$ cat config.mk
export PLATFORM = sky130hd
export DESIGN_NAME = keypad_matrix_scanner_with_event_stack
export DESIGN_NICKNAME = d
export VERILOG_FILES = /design/src/sv/kms_pkg.sv /design/src/sv/kms_stack.sv /design/src/sv/keypad_matrix_scanner_with_event_stack.sv
export SDC_FILE = /design/constraint.sdc
export NUM_CORES = 1
export LEC_CHECK = 0
export BUFFER_PORTS_ARGS = -buffer_cell sky130_fd_sc_hd__buf_2
export CAP_MARGIN = 30
export CORE_ASPECT_RATIO = 1.5
export CORE_MARGIN = 2
export CORE_UTILIZATION = 30
export DETAILED_ROUTE_END_ITERATION = 6
export GPL_ROUTABILITY_DRIVEN = 0
export PLACE_DENSITY = 0.51
export SKIP_CTS_REPAIR_TIMING = 1
export SYNTH_ARGS = -nofsm -noshare
export SYNTH_HDL_FRONTEND = slang
export SYNTH_SLANG_ARGS = --single-unit
export TNS_END_PERCENT = 100
$ cat constraint.sdc
create_clock -name i_clk -period 5.15 [get_ports i_clk]
set_input_delay 0.7725 -clock i_clk [delete_from_list [all_inputs] [get_ports i_clk]]
set_output_delay 0.7725 -clock i_clk [all_outputs]
set_load 0.02 [all_outputs]
$ cat src/sv/kms_pkg.sv
// shared types, constants and key map for the keypad scanner
`timescale 1ns / 1ps

package kms_pkg;

    // key and row geometry
    localparam int KEY_COUNT   = 11;
    localparam int KEY_W       = 4;
    localparam int ROW_W       = 2;
    localparam int COL_COUNT   = 3;
    localparam int STACK_DEPTH = 16;

    // operation selector codes
    localparam logic [1:0] FUNC_SCAN  = 2'd0;
    localparam logic [1:0] FUNC_POP   = 2'd1;
    localparam logic [1:0] FUNC_CLEAR = 2'd2;

    // single-key decode status codes
    localparam logic [1:0] ST_ONE  = 2'd0;
    localparam logic [1:0] ST_MANY = 2'd1;
    localparam logic [1:0] ST_NONE = 2'd2;

    typedef logic [KEY_W-1:0] t_key;

    // map entry: key index plus a flag for a populated position
    typedef struct packed {
        logic vld;
        t_key key;
    } t_map_ent;

    // command from the scan logic to the release stack
    typedef struct packed {
        logic                     en;
        logic                     pop;
        logic                     clear;
        logic [COL_COUNT-1:0]     push_vld;
        t_key [COL_COUNT-1:0]     push_key;
    } t_stack_cmd;

    // fixed key map, column bit to key for each row; row 3 column 0 is unused
    function automatic t_map_ent key_at(input logic [ROW_W-1:0] row, input logic [1:0] col);
        t_map_ent e;
        e.vld = 1'b1;
        e.key = '0;
        case ({row, col})
            4'b00_00: e.key = t_key'(7);
            4'b00_01: e.key = t_key'(9);
            4'b00_10: e.key = t_key'(8);
            4'b01_00: e.key = t_key'(4);
            4'b01_01: e.key = t_key'(6);
            4'b01_10: e.key = t_key'(5);
            4'b10_00: e.key = t_key'(1);
            4'b10_01: e.key = t_key'(3);
            4'b10_10: e.key = t_key'(2);
            4'b11_01: e.key = t_key'(10);
            4'b11_10: e.key = t_key'(0);
            default:  e.vld = 1'b0;
        endcase
        return e;
    endfunction

endpackage

$ cat src/sv/kms_stack.sv
// bounded release stack, newest entry held at position zero, oldest drops off the far end
`timescale 1ns / 1ps

module kms_stack import kms_pkg::*; #(
    parameter int DEPTH = STACK_DEPTH,
    parameter int FW    = $clog2(DEPTH + 1)
) (
    input  logic          i_clk,
    input  logic          i_rst_n,
    input  t_stack_cmd    i_cmd,
    output logic          o_pop_valid,
    output t_key          o_pop_key,
    output logic [FW-1:0] o_fill_next
);

    t_key [DEPTH-1:0] r_ent;
    t_key [DEPTH-1:0] n_ent;
    logic [FW-1:0]    r_fill;
    logic [FW-1:0]    n_fill;

    // next stack contents for clear, pop, or up to three pushes in order
    always_comb begin
        n_ent       = r_ent;
        n_fill      = r_fill;
        o_pop_valid = 1'b0;
        o_pop_key   = '0;
        if (i_cmd.clear) begin
            n_fill = '0;
        end else if (i_cmd.pop) begin
            if (r_fill != '0) begin
                o_pop_valid = 1'b1;
                o_pop_key   = r_ent[0];
                for (int i = 0; i < DEPTH - 1; i++) begin
                    n_ent[i] = r_ent[i+1];
                end
                n_fill = r_fill - FW'(1);
            end
        end else begin
            for (int j = 0; j < COL_COUNT; j++) begin
                if (i_cmd.push_vld[j]) begin
                    for (int i = DEPTH - 1; i >= 1; i--) begin
                        n_ent[i] = n_ent[i-1];
                    end
                    n_ent[0] = i_cmd.push_key[j];
                    if (n_fill != FW'(DEPTH)) begin
                        n_fill = n_fill + FW'(1);
                    end
                end
            end
        end
    end

    assign o_fill_next = i_cmd.en ? n_fill : r_fill;

    // fill count
    always_ff @(posedge i_clk) begin
        if (!i_rst_n) begin
            r_fill <= '0;
        end else if (i_cmd.en) begin
            r_fill <= n_fill;
        end
    end

    // entries, undefined until written
    always_ff @(posedge i_clk) begin
        if (i_cmd.en) begin
            r_ent <= n_ent;
        end
    end

endmodule

$ cat src/sv/keypad_matrix_scanner_with_event_stack.sv
// top level: keypad row scan, release detection, result register and stream ports
// an accepted transaction's result reaches the master side in the next cycle
// throughput: one transaction per cycle while results are taken; all work is one pass
//   of logic into state and result registers; the result register frees as it is taken
// reset: synchronous active low; clears key mask, scan row, stack fill and result valid;
//   stack entries are not cleared
`timescale 1ns / 1ps

module keypad_matrix_scanner_with_event_stack import kms_pkg::*; #(
    parameter int DEPTH = STACK_DEPTH
) (
    input  logic        i_clk,
    input  logic        i_rst_n,
    input  logic        i_s_axis_tvalid,
    output logic        o_s_axis_tready,
    // [2:0] column_bits
    input  logic [7:0]  i_s_axis_tdata,
    // [1:0] func
    input  logic [1:0]  i_s_axis_tuser,
    output logic        o_m_axis_tvalid,
    input  logic        i_m_axis_tready,
    // [1:0] row_drive, [2] popped_valid, [6:3] popped_key, [17:7] pressed_mask,
    // [21:18] single_key, [23:22] single_status, [28:24] event_count
    output logic [31:0] o_m_axis_tdata
);

    localparam int FW = $clog2(DEPTH + 1);

    logic [KEY_COUNT-1:0] r_mask;
    logic [KEY_COUNT-1:0] n_mask;
    logic [ROW_W-1:0]     r_row;
    logic [ROW_W-1:0]     n_row;
    logic                 r_out_valid;
    logic [31:0]          r_out_data;
    logic [31:0]          n_out_data;

    logic                 accept;
    logic [1:0]           func;
    logic [COL_COUNT-1:0] cols;
    logic                 is_scan;
    t_map_ent             ent;
    t_stack_cmd           cmd;
    logic                 pop_valid;
    t_key                 pop_key;
    logic [FW-1:0]        fill_next;
    logic [31:0]          fill_wide;
    logic [KEY_COUNT-1:0] mask_m1;
    logic [1:0]           status;
    t_key                 single;

    // column order 0, 2, 1 gives ascending key order in every row
    localparam logic [COL_COUNT-1:0][1:0] COL_ORDER = {2'd1, 2'd2, 2'd0};

    assign o_s_axis_tready = !r_out_valid || i_m_axis_tready;
    assign accept          = i_s_axis_tvalid && o_s_axis_tready;
    assign func            = i_s_axis_tuser;
    assign cols            = i_s_axis_tdata[COL_COUNT-1:0];
    assign is_scan         = (func == FUNC_SCAN);

    // row update and release detection
    always_comb begin
        n_mask       = r_mask;
        n_row        = r_row;
        cmd.en       = accept;
        cmd.pop      = (func == FUNC_POP);
        cmd.clear    = (func == FUNC_CLEAR);
        cmd.push_vld = '0;
        cmd.push_key = '0;
        ent          = '0;
        if (is_scan) begin
            for (int j = 0; j < COL_COUNT; j++) begin
                ent = key_at(r_row, COL_ORDER[j]);
                if (ent.vld) begin
                    n_mask[ent.key]  = cols[COL_ORDER[j]];
                    cmd.push_vld[j]  = r_mask[ent.key] && !cols[COL_ORDER[j]];
                    cmd.push_key[j]  = ent.key;
                end
            end
            n_row = r_row + ROW_W'(1);
        end
    end

    kms_stack #(
        .DEPTH (DEPTH),
        .FW    (FW)
    ) u_stack (
        .i_clk       (i_clk),
        .i_rst_n     (i_rst_n),
        .i_cmd       (cmd),
        .o_pop_valid (pop_valid),
        .o_pop_key   (pop_key),
        .o_fill_next (fill_next)
    );

    // single-key decode on the updated mask
    assign mask_m1 = n_mask - KEY_COUNT'(1);
    always_comb begin
        single = '0;
        if (n_mask == '0) begin
            status = ST_NONE;
        end else if ((n_mask & mask_m1) != '0) begin
            status = ST_MANY;
        end else begin
            status = ST_ONE;
            for (int i = KEY_COUNT - 1; i >= 0; i--) begin
                if (n_mask[i]) begin
                    single = t_key'(i);
                end
            end
        end
    end

    // result packing
    assign fill_wide = 32'(fill_next);
    always_comb begin
        n_out_data        = '0;
        n_out_data[1:0]   = n_row;
        n_out_data[2]     = pop_valid;
        n_out_data[6:3]   = pop_key;
        n_out_data[17:7]  = n_mask;
        n_out_data[21:18] = single;
        n_out_data[23:22] = status;
        n_out_data[28:24] = fill_wide[4:0];
    end

    // keypad state
    always_ff @(posedge i_clk) begin
        if (!i_rst_n) begin
            r_mask <= '0;
            r_row  <= '0;
        end else if (accept) begin
            r_mask <= n_mask;
            r_row  <= n_row;
        end
    end

    // result register valid
    always_ff @(posedge i_clk) begin
        if (!i_rst_n) begin
            r_out_valid <= 1'b0;
        end else if (accept) begin
            r_out_valid <= 1'b1;
        end else if (i_m_axis_tready) begin
            r_out_valid <= 1'b0;
        end
    end

    // result register data
    always_ff @(posedge i_clk) begin
        if (accept) begin
            r_out_data <= n_out_data;
        end
    end

    assign o_m_axis_tvalid = r_out_valid;
    assign o_m_axis_tdata  = r_out_data;

endmodule

* Yosys cells after proc, flatten, opt, wreduce, memory -nomap -nowiden
Cells that the tools add are included.
Word-level totals: bits in registers 112, output and inout bits 34, word-level logic and storage cells 151
Cells by class: add/sub/neg operators 6, magnitude comparators 6, equal/unequal tests 9, mux-type cells 70, bitwise operators 4, reductions and logical operators 28
Operator list (count):
- two-way mux 64 bit | 3
- two-way mux 60 bit | 2
- two-way mux 11 bit | 6
- two-way mux 5 bit | 13
- two-way mux 4 bit | 9
- bitwise mux 11 bit | 3
- case mux 4 bit (4 select lines) | 2
- two-way mux 1 bit | 17
- adder 5 x 1 -> 5 bit (second input constant) | 3
- less-than comparator 4 x 5 -> 1 bit (second input constant) | 3
- two-way mux 15 bit | 1
- != test 5 bit (second input constant) | 3
- binary-select mux 1 bit (select 4 bit) | 3
- demux 1 bit (select 4 bit) | 3
- >= comparator 4 x 1 -> 1 bit (second input constant) | 3
- two-way mux 3 bit | 4
- bitwise AND 11 bit | 1
- zero test 11 bit | 1
- nonzero test 11 bit | 1
- subtractor 11 x 1 -> 11 bit (second input constant) | 1
- OR reduction 10 bit | 1
- case mux 3 bit (3 select lines) | 1
- OR reduction 3 bit | 3
- logical AND 1 bit | 7
- other kinds (18) | 29

* Longest topological paths before layout
word-level depth 26, gate-level depth with buffers 17, gate-level depth less buffers 15

* By module
From an unflattened synthesis, not the netlist that was laid out.
Unflattened totals: cells, all modules 829, area total of the unflattened synthesis 8065.2 sq um
Modules (own cells, without submodules):
- kms_stack | times used 1, cells an instance 583, area an instance 5535.3 sq um
- keypad_matrix_scanner_with_event_stack | times used 1, cells an instance 246, area an instance 2529.9 sq um

* Least setup slack after synthesis
OpenSTA, ideal clock, no wires.
path type register to register, start point register r_row[0], end point register u_stack.r_ent[60] (netlist name), enable pin, arrival 3241 ps, data required time 4760 ps, path slack 1519 ps, stages on the path, launching flop included 11, path buffers 3, path through dfxtp_1 -> inv_1 -> ha_1 -> buf_2 -> clkbuf_1 -> or3b_2 -> a21oi_1 -> mux2_2 -> nand2_1 -> clkbuf_1 -> a2111oi_0
Between the ends: word-level cells in the longest chain between the ends 10, elaborated cells between the ends (all ways) 28, classes of those cells 3 x eq/ne; 18 x mux; 7 x reduce/logical
RTL lines:
- start, declared | line keypad_matrix_scanner_with_event_stack.sv:31 | logic [ROW_W-1:0] r_row;
- start signal, assigned | line keypad_matrix_scanner_with_event_stack.sv:133 | r_row <= n_row;
- == test 2 bit, or another cell as far along | line kms_pkg.sv:45 | case ({row, col})
- case mux 4 bit (4 select lines) / case mux 3 bit (3 select lines) (equally long branches) | line kms_pkg.sv:45
- two-way mux 4 bit | line keypad_matrix_scanner_with_event_stack.sv:70 | if (is_scan) begin
- binary-select mux 1 bit (select 4 bit) | line keypad_matrix_scanner_with_event_stack.sv:75 | cmd.push_vld[j] = r_mask[ent.key] && !cols[COL_ORDER[j]];
- two-way mux 1 bit (not written as such) | line keypad_matrix_scanner_with_event_stack.sv:75
- logical AND 1 bit | line keypad_matrix_scanner_with_event_stack.sv:75
- two-way mux 1 bit | line keypad_matrix_scanner_with_event_stack.sv:73 | if (ent.vld) begin
- two-way mux 15 bit (*) | line keypad_matrix_scanner_with_event_stack.sv:70
- nonzero test 3 bit (no source line) (*)
- AND reduction 4 bit (no source line) (*)
- end signal, assigned | line kms_stack.sv:67 | r_ent <= n_ent;
- end, declared | line kms_stack.sv:16 | t_key [DEPTH-1:0] r_ent;
Mark *: on every way between the ends. The rest lies on a longest branch, timed or not. The select of a mux whose other input is x is not followed. A chain may end at the register's enable or synchronous reset.

* Worst setup path in the final report
start point register r_row[0], end point register r_out_data[28], in the netlist o_m_axis_tdata[28], data pin
Between the ends: word-level cells in the longest chain between the ends 21, elaborated cells between the ends (all ways) 41, classes of those cells 2 x add/sub; 5 x eq/ne; 29 x mux; 5 x reduce/logical
RTL lines:
- == test 2 bit, or another cell as far along | line kms_pkg.sv:45
- case mux 3 bit (3 select lines) | line kms_pkg.sv:45
- two-way mux 4 bit | line keypad_matrix_scanner_with_event_stack.sv:70
- binary-select mux 1 bit (select 4 bit) | line keypad_matrix_scanner_with_event_stack.sv:75
- two-way mux 1 bit (not written as such) | line keypad_matrix_scanner_with_event_stack.sv:75
- logical AND 1 bit | line keypad_matrix_scanner_with_event_stack.sv:75
- two-way mux 1 bit | line keypad_matrix_scanner_with_event_stack.sv:73
- two-way mux 15 bit (*) | line keypad_matrix_scanner_with_event_stack.sv:70
- [6 not listed]
- two-way mux 5 bit | line kms_stack.sv:29 | end else if (i_cmd.pop) begin
- two-way mux 5 bit | line kms_stack.sv:27 | if (i_cmd.clear) begin
- adder 5 x 1 -> 5 bit / != test 5 bit (equally long branches) | line kms_stack.sv:46, kms_stack.sv:45
- two-way mux 5 bit | line kms_stack.sv:45 | if (n_fill != FW'(DEPTH)) begin
- two-way mux 5 bit (*) | line kms_stack.sv:40 | if (i_cmd.push_vld[j]) begin
- two-way mux 5 bit (*) | line kms_stack.sv:29
- two-way mux 5 bit (*) | line kms_stack.sv:27
- net fill_next[4] | line keypad_matrix_scanner_with_event_stack.sv:45 | logic [FW-1:0] fill_next;
- end signal, assigned | line keypad_matrix_scanner_with_event_stack.sv:151 | r_out_data <= n_out_data;
- end, declared | line keypad_matrix_scanner_with_event_stack.sv:34 | logic [31:0] r_out_data;
Mark *: on every way through the listed nets, which the timed path passes. The rest lies on a longest branch. The select of a mux whose other input is x is not followed.

==> flow_summary.ini <==
[synth]
post_synth_cell_types = 81
synth_top_area_share_pct = 35.80
post_synth_main_area_contributors = edfxtp_1 36%, mux2_2 8.7%, a21oi_1 5.7%
synth.most_common_cell = nand2_1
postSynthAreaPerCell_um2 = 9.309
ys.flop_type = edfxtp_1
ys_seq_elements = 112
synth_top_cells_by_count = 111 x nand2_1, 93 x edfxtp_1, 89 x a21oi_1
synth_sequential_area_ratio_pct = 40.67
yosysWarningCount = 0
synth-async-reset-ratio_pct = 0
number_of_synthesized_flops_with_an_enable_pin = 93
syn_inst = 838
synth_top_area_cell = edfxtp_1
post_synth_design_cell_area_um2 = 7801

[floorplanning]
vertical_die_dimension_um = 201.5
core_region_area_um2 = 25670
core.rowCount = 72
die_w_um = 135.7
dieArea_um2 = 27340
initial_utilization_pct = 30.38
io-pin-count = 48

[clocking]
cts-htree-levels = 3
tritoncts_sinks = 112
ctsLongestPathBuffers = 2
clock_latency_at_the_later_pin_of_the_worst_skew_pair_ns = 0.36
cts_buffers = 9
root_buffer = clkbuf_16
worst_setup_hold_path_clk_slew_ns = 0.07
clock_tree_from_tritoncts = yes

[global_route]
first_global_vias = 6277
groute.usage.overall_pct = 15.07
antenna_violations_before_repair = 0
grt_max_degree = 77
grt.overflow.total = 0
grt_first_pass_wirelength_um = 33190

[worst_setup_path]
cp_max_fo = 12
timing.critical_path.from = r_row[0]
crit_end = o_m_axis_tdata[28]
r2r-end = o_m_axis_tdata[28]
r2r_slack_ns = 0.98
startpoint_type = flop
cp_data_arrival_time_ns = 4.29
setup.worst_path.class = reg2reg
crit-reg2reg-launch = r_row[0]
worst-r2r-cell-count = 15
required_ns = 5.27
endpoint_kind = flop

[cells_and_area]
finalNetCount = 863
final_layout_size_suffix_gt1_share_pct = 18.03
layoutNonFillerInstCount = 1176
num_antenna_cells = 0
final_core_area_utilization_pct = 33.59
area_growth_syn_to_layout_pct = 10.55

[sta]
timing.final.crit_period_ns = 4.170
layout_setup_ws_ns = 0.9800
max_slew_violations = 0
totalNegativeSetupSlack_ns = 0
clock-skew-final_ns = 0.01033
fmaxAchievable_mhz = 239.8
max-slew-margin-rel_pct = 36.82
min_period_over_period_pct = 80.97
finalHoldViolations = 0
rsz_0062_raised_after_global_routing = no
final_number_of_setup_violating_endpoints = 0
worst_hold_slack_ns = 0.4890
tightest_slew_ns = 0.9454

[power_and_ir_drop]
clock_power_share_pct = 31.0
sequentialPowerShare_pct = 47.5
vdd_ir_drop_max_v = 0.0001877
cellPowerDensity_nw_per_um2 = 277.6
p_leak_nw = 3.090
switching_share_pct = 29.84
pint_mw = 1.680
p_sw_uw = 714.5
combPwrFrac_pct = 21.5

[placement]
port-buffer-count = 39
placedCellCount = 1160
hpwl_um = 13610
place_worst_setup_slack_ns = 1.013

[routing]
num_vias = 6419
drt_via_density = 5.458
drtIter0Drc = 521
antenna_left = 0
avgRoutedWirePerCell_um = 17.04
wirelength_um = 20040
drc_errors = 0
firstDrtPassIters = 5

[run]
cap_violations = 0

[outcome]
result_of_the_run = finished clean

[min_path]
worstHoldStart = r_mask[10]
timing.hold.worst.class = reg2reg
hold_path_depth = 2
==> per-layer routing <==
metal | vias up | global-route usage (%) | part of all wire, % | wire length [µm]
met3 | 29 | 2.192 | 2.6 | 530
met4 | 0 | 5.878 | 2.6 | 528
met5 | - | 0 | 0 | 0
met1 | 3119 | 18.02 | 43 | 8559
met2 | 118 | 26.84 | 52 | 10420
li1 | 3153 | - | - | -
==> cell usage in the layout, fill, tap and decap left out, types with 5 or more instances in the layout <==
cell type  instances
edfxtp_1          93
a21boi_1           5
a21oi_1           89
nand2b_1          10
nand2_1          111
dfxtp_1           19
inv_1             16
clkbuf_16          9
nand3_1           16
buf_2             39
ha_1              11
a22oi_1            8
a31oi_1            5
mux2i_1           14
o21ai_0           29
xnor2_1           12
mux2_2            60
a22o_1            49
nor2_1            42
nor4_1             6
o31ai_1            5
o21ai_1           48
a211oi_1          10
nor3_1             9
buf_4             14
==> sequential cells by signal, summed over array words and instances (netlist names) <==
| signal | flops |
|---|---|
| o_m_axis_tdata | 29 |
| r_row | 2 |
| u_stack.r_fill | 5 |
| u_stack.r_ent | 64 |
| r_mask | 11 |
| o_m_axis_tvalid | 1 |
==> worst min path at each step <==
stage                       to  slack [ns]
finish              r_mask[10]        0.49
global route         r_mask[9]        0.54
CTS                 r_mask[10]        0.49
detailed placement  r_mask[10]        0.48
global placement    r_mask[10]        0.48
floorplan           r_mask[10]        0.45
==> kinds of logic after synthesis <==
kind of cell               synth area share [%]
AOI/OAI and AO/OA                         25.52
buffers and inverters                     4.667
adders and majority gates                 1.893
DFF                                       40.67
muxes                                     11.03
and+or+nand+nor                           14.13
other                                   0.04807
xor gates and xnor gates                  2.037
==> per-stage QoR <==
| step | total power [mW] | instance area (µm²) |
|---|---|---|
| final | 2.395 | 8625 |
| after global routing | 2.515 | 8625 |
| after CTS | 2.418 | 8625 |
| after detailed placement | 1.676 | 8327 |
| after global placement | 1.669 | 8299 |
| after floorplan | 1.537 | 7809 |
==> power groups by stage <==
stage	combinational [mW]	sequential, mW	clock (mW)
after detailed placement	0.518	1.16	0
after CTS	0.519	1.14	0.761
final	0.514	1.14	0.742
after global placement	0.511	1.16	0
after global routing	0.575	1.15	0.791
after floorplan	0.373	1.16	0
==> worst max-delay path, cell delays in order (launching register included) <==
cell	delay [ns]
dfxtp_1	0.36
inv_1	0.20
ha_1	0.42
mux2_2	0.39
a2111oi_2	0.54
a2111o_1	0.50
nor4_1	0.11
nor2_1	0.21
nand4_1	0.10
o21ai_0	0.10
ha_1	0.16
nand3_1	0.13
nor3_1	0.24
o31ai_1	0.11
xnor2_1	0.16
o21a_1	0.18
==> final cells by class <==
cell class              instances  area (µm²)
clock buffers                  12       246.5
clock inverters                 4       51.30
fillers                      2654       17050
inverters                      18       67.56
multi-input cells             641        4302
flip-flops and latches        112        3173
well taps                     333       416.7
repair buffers                 56       367.9
Note: power is estimated with default switching activity, not from simulation.
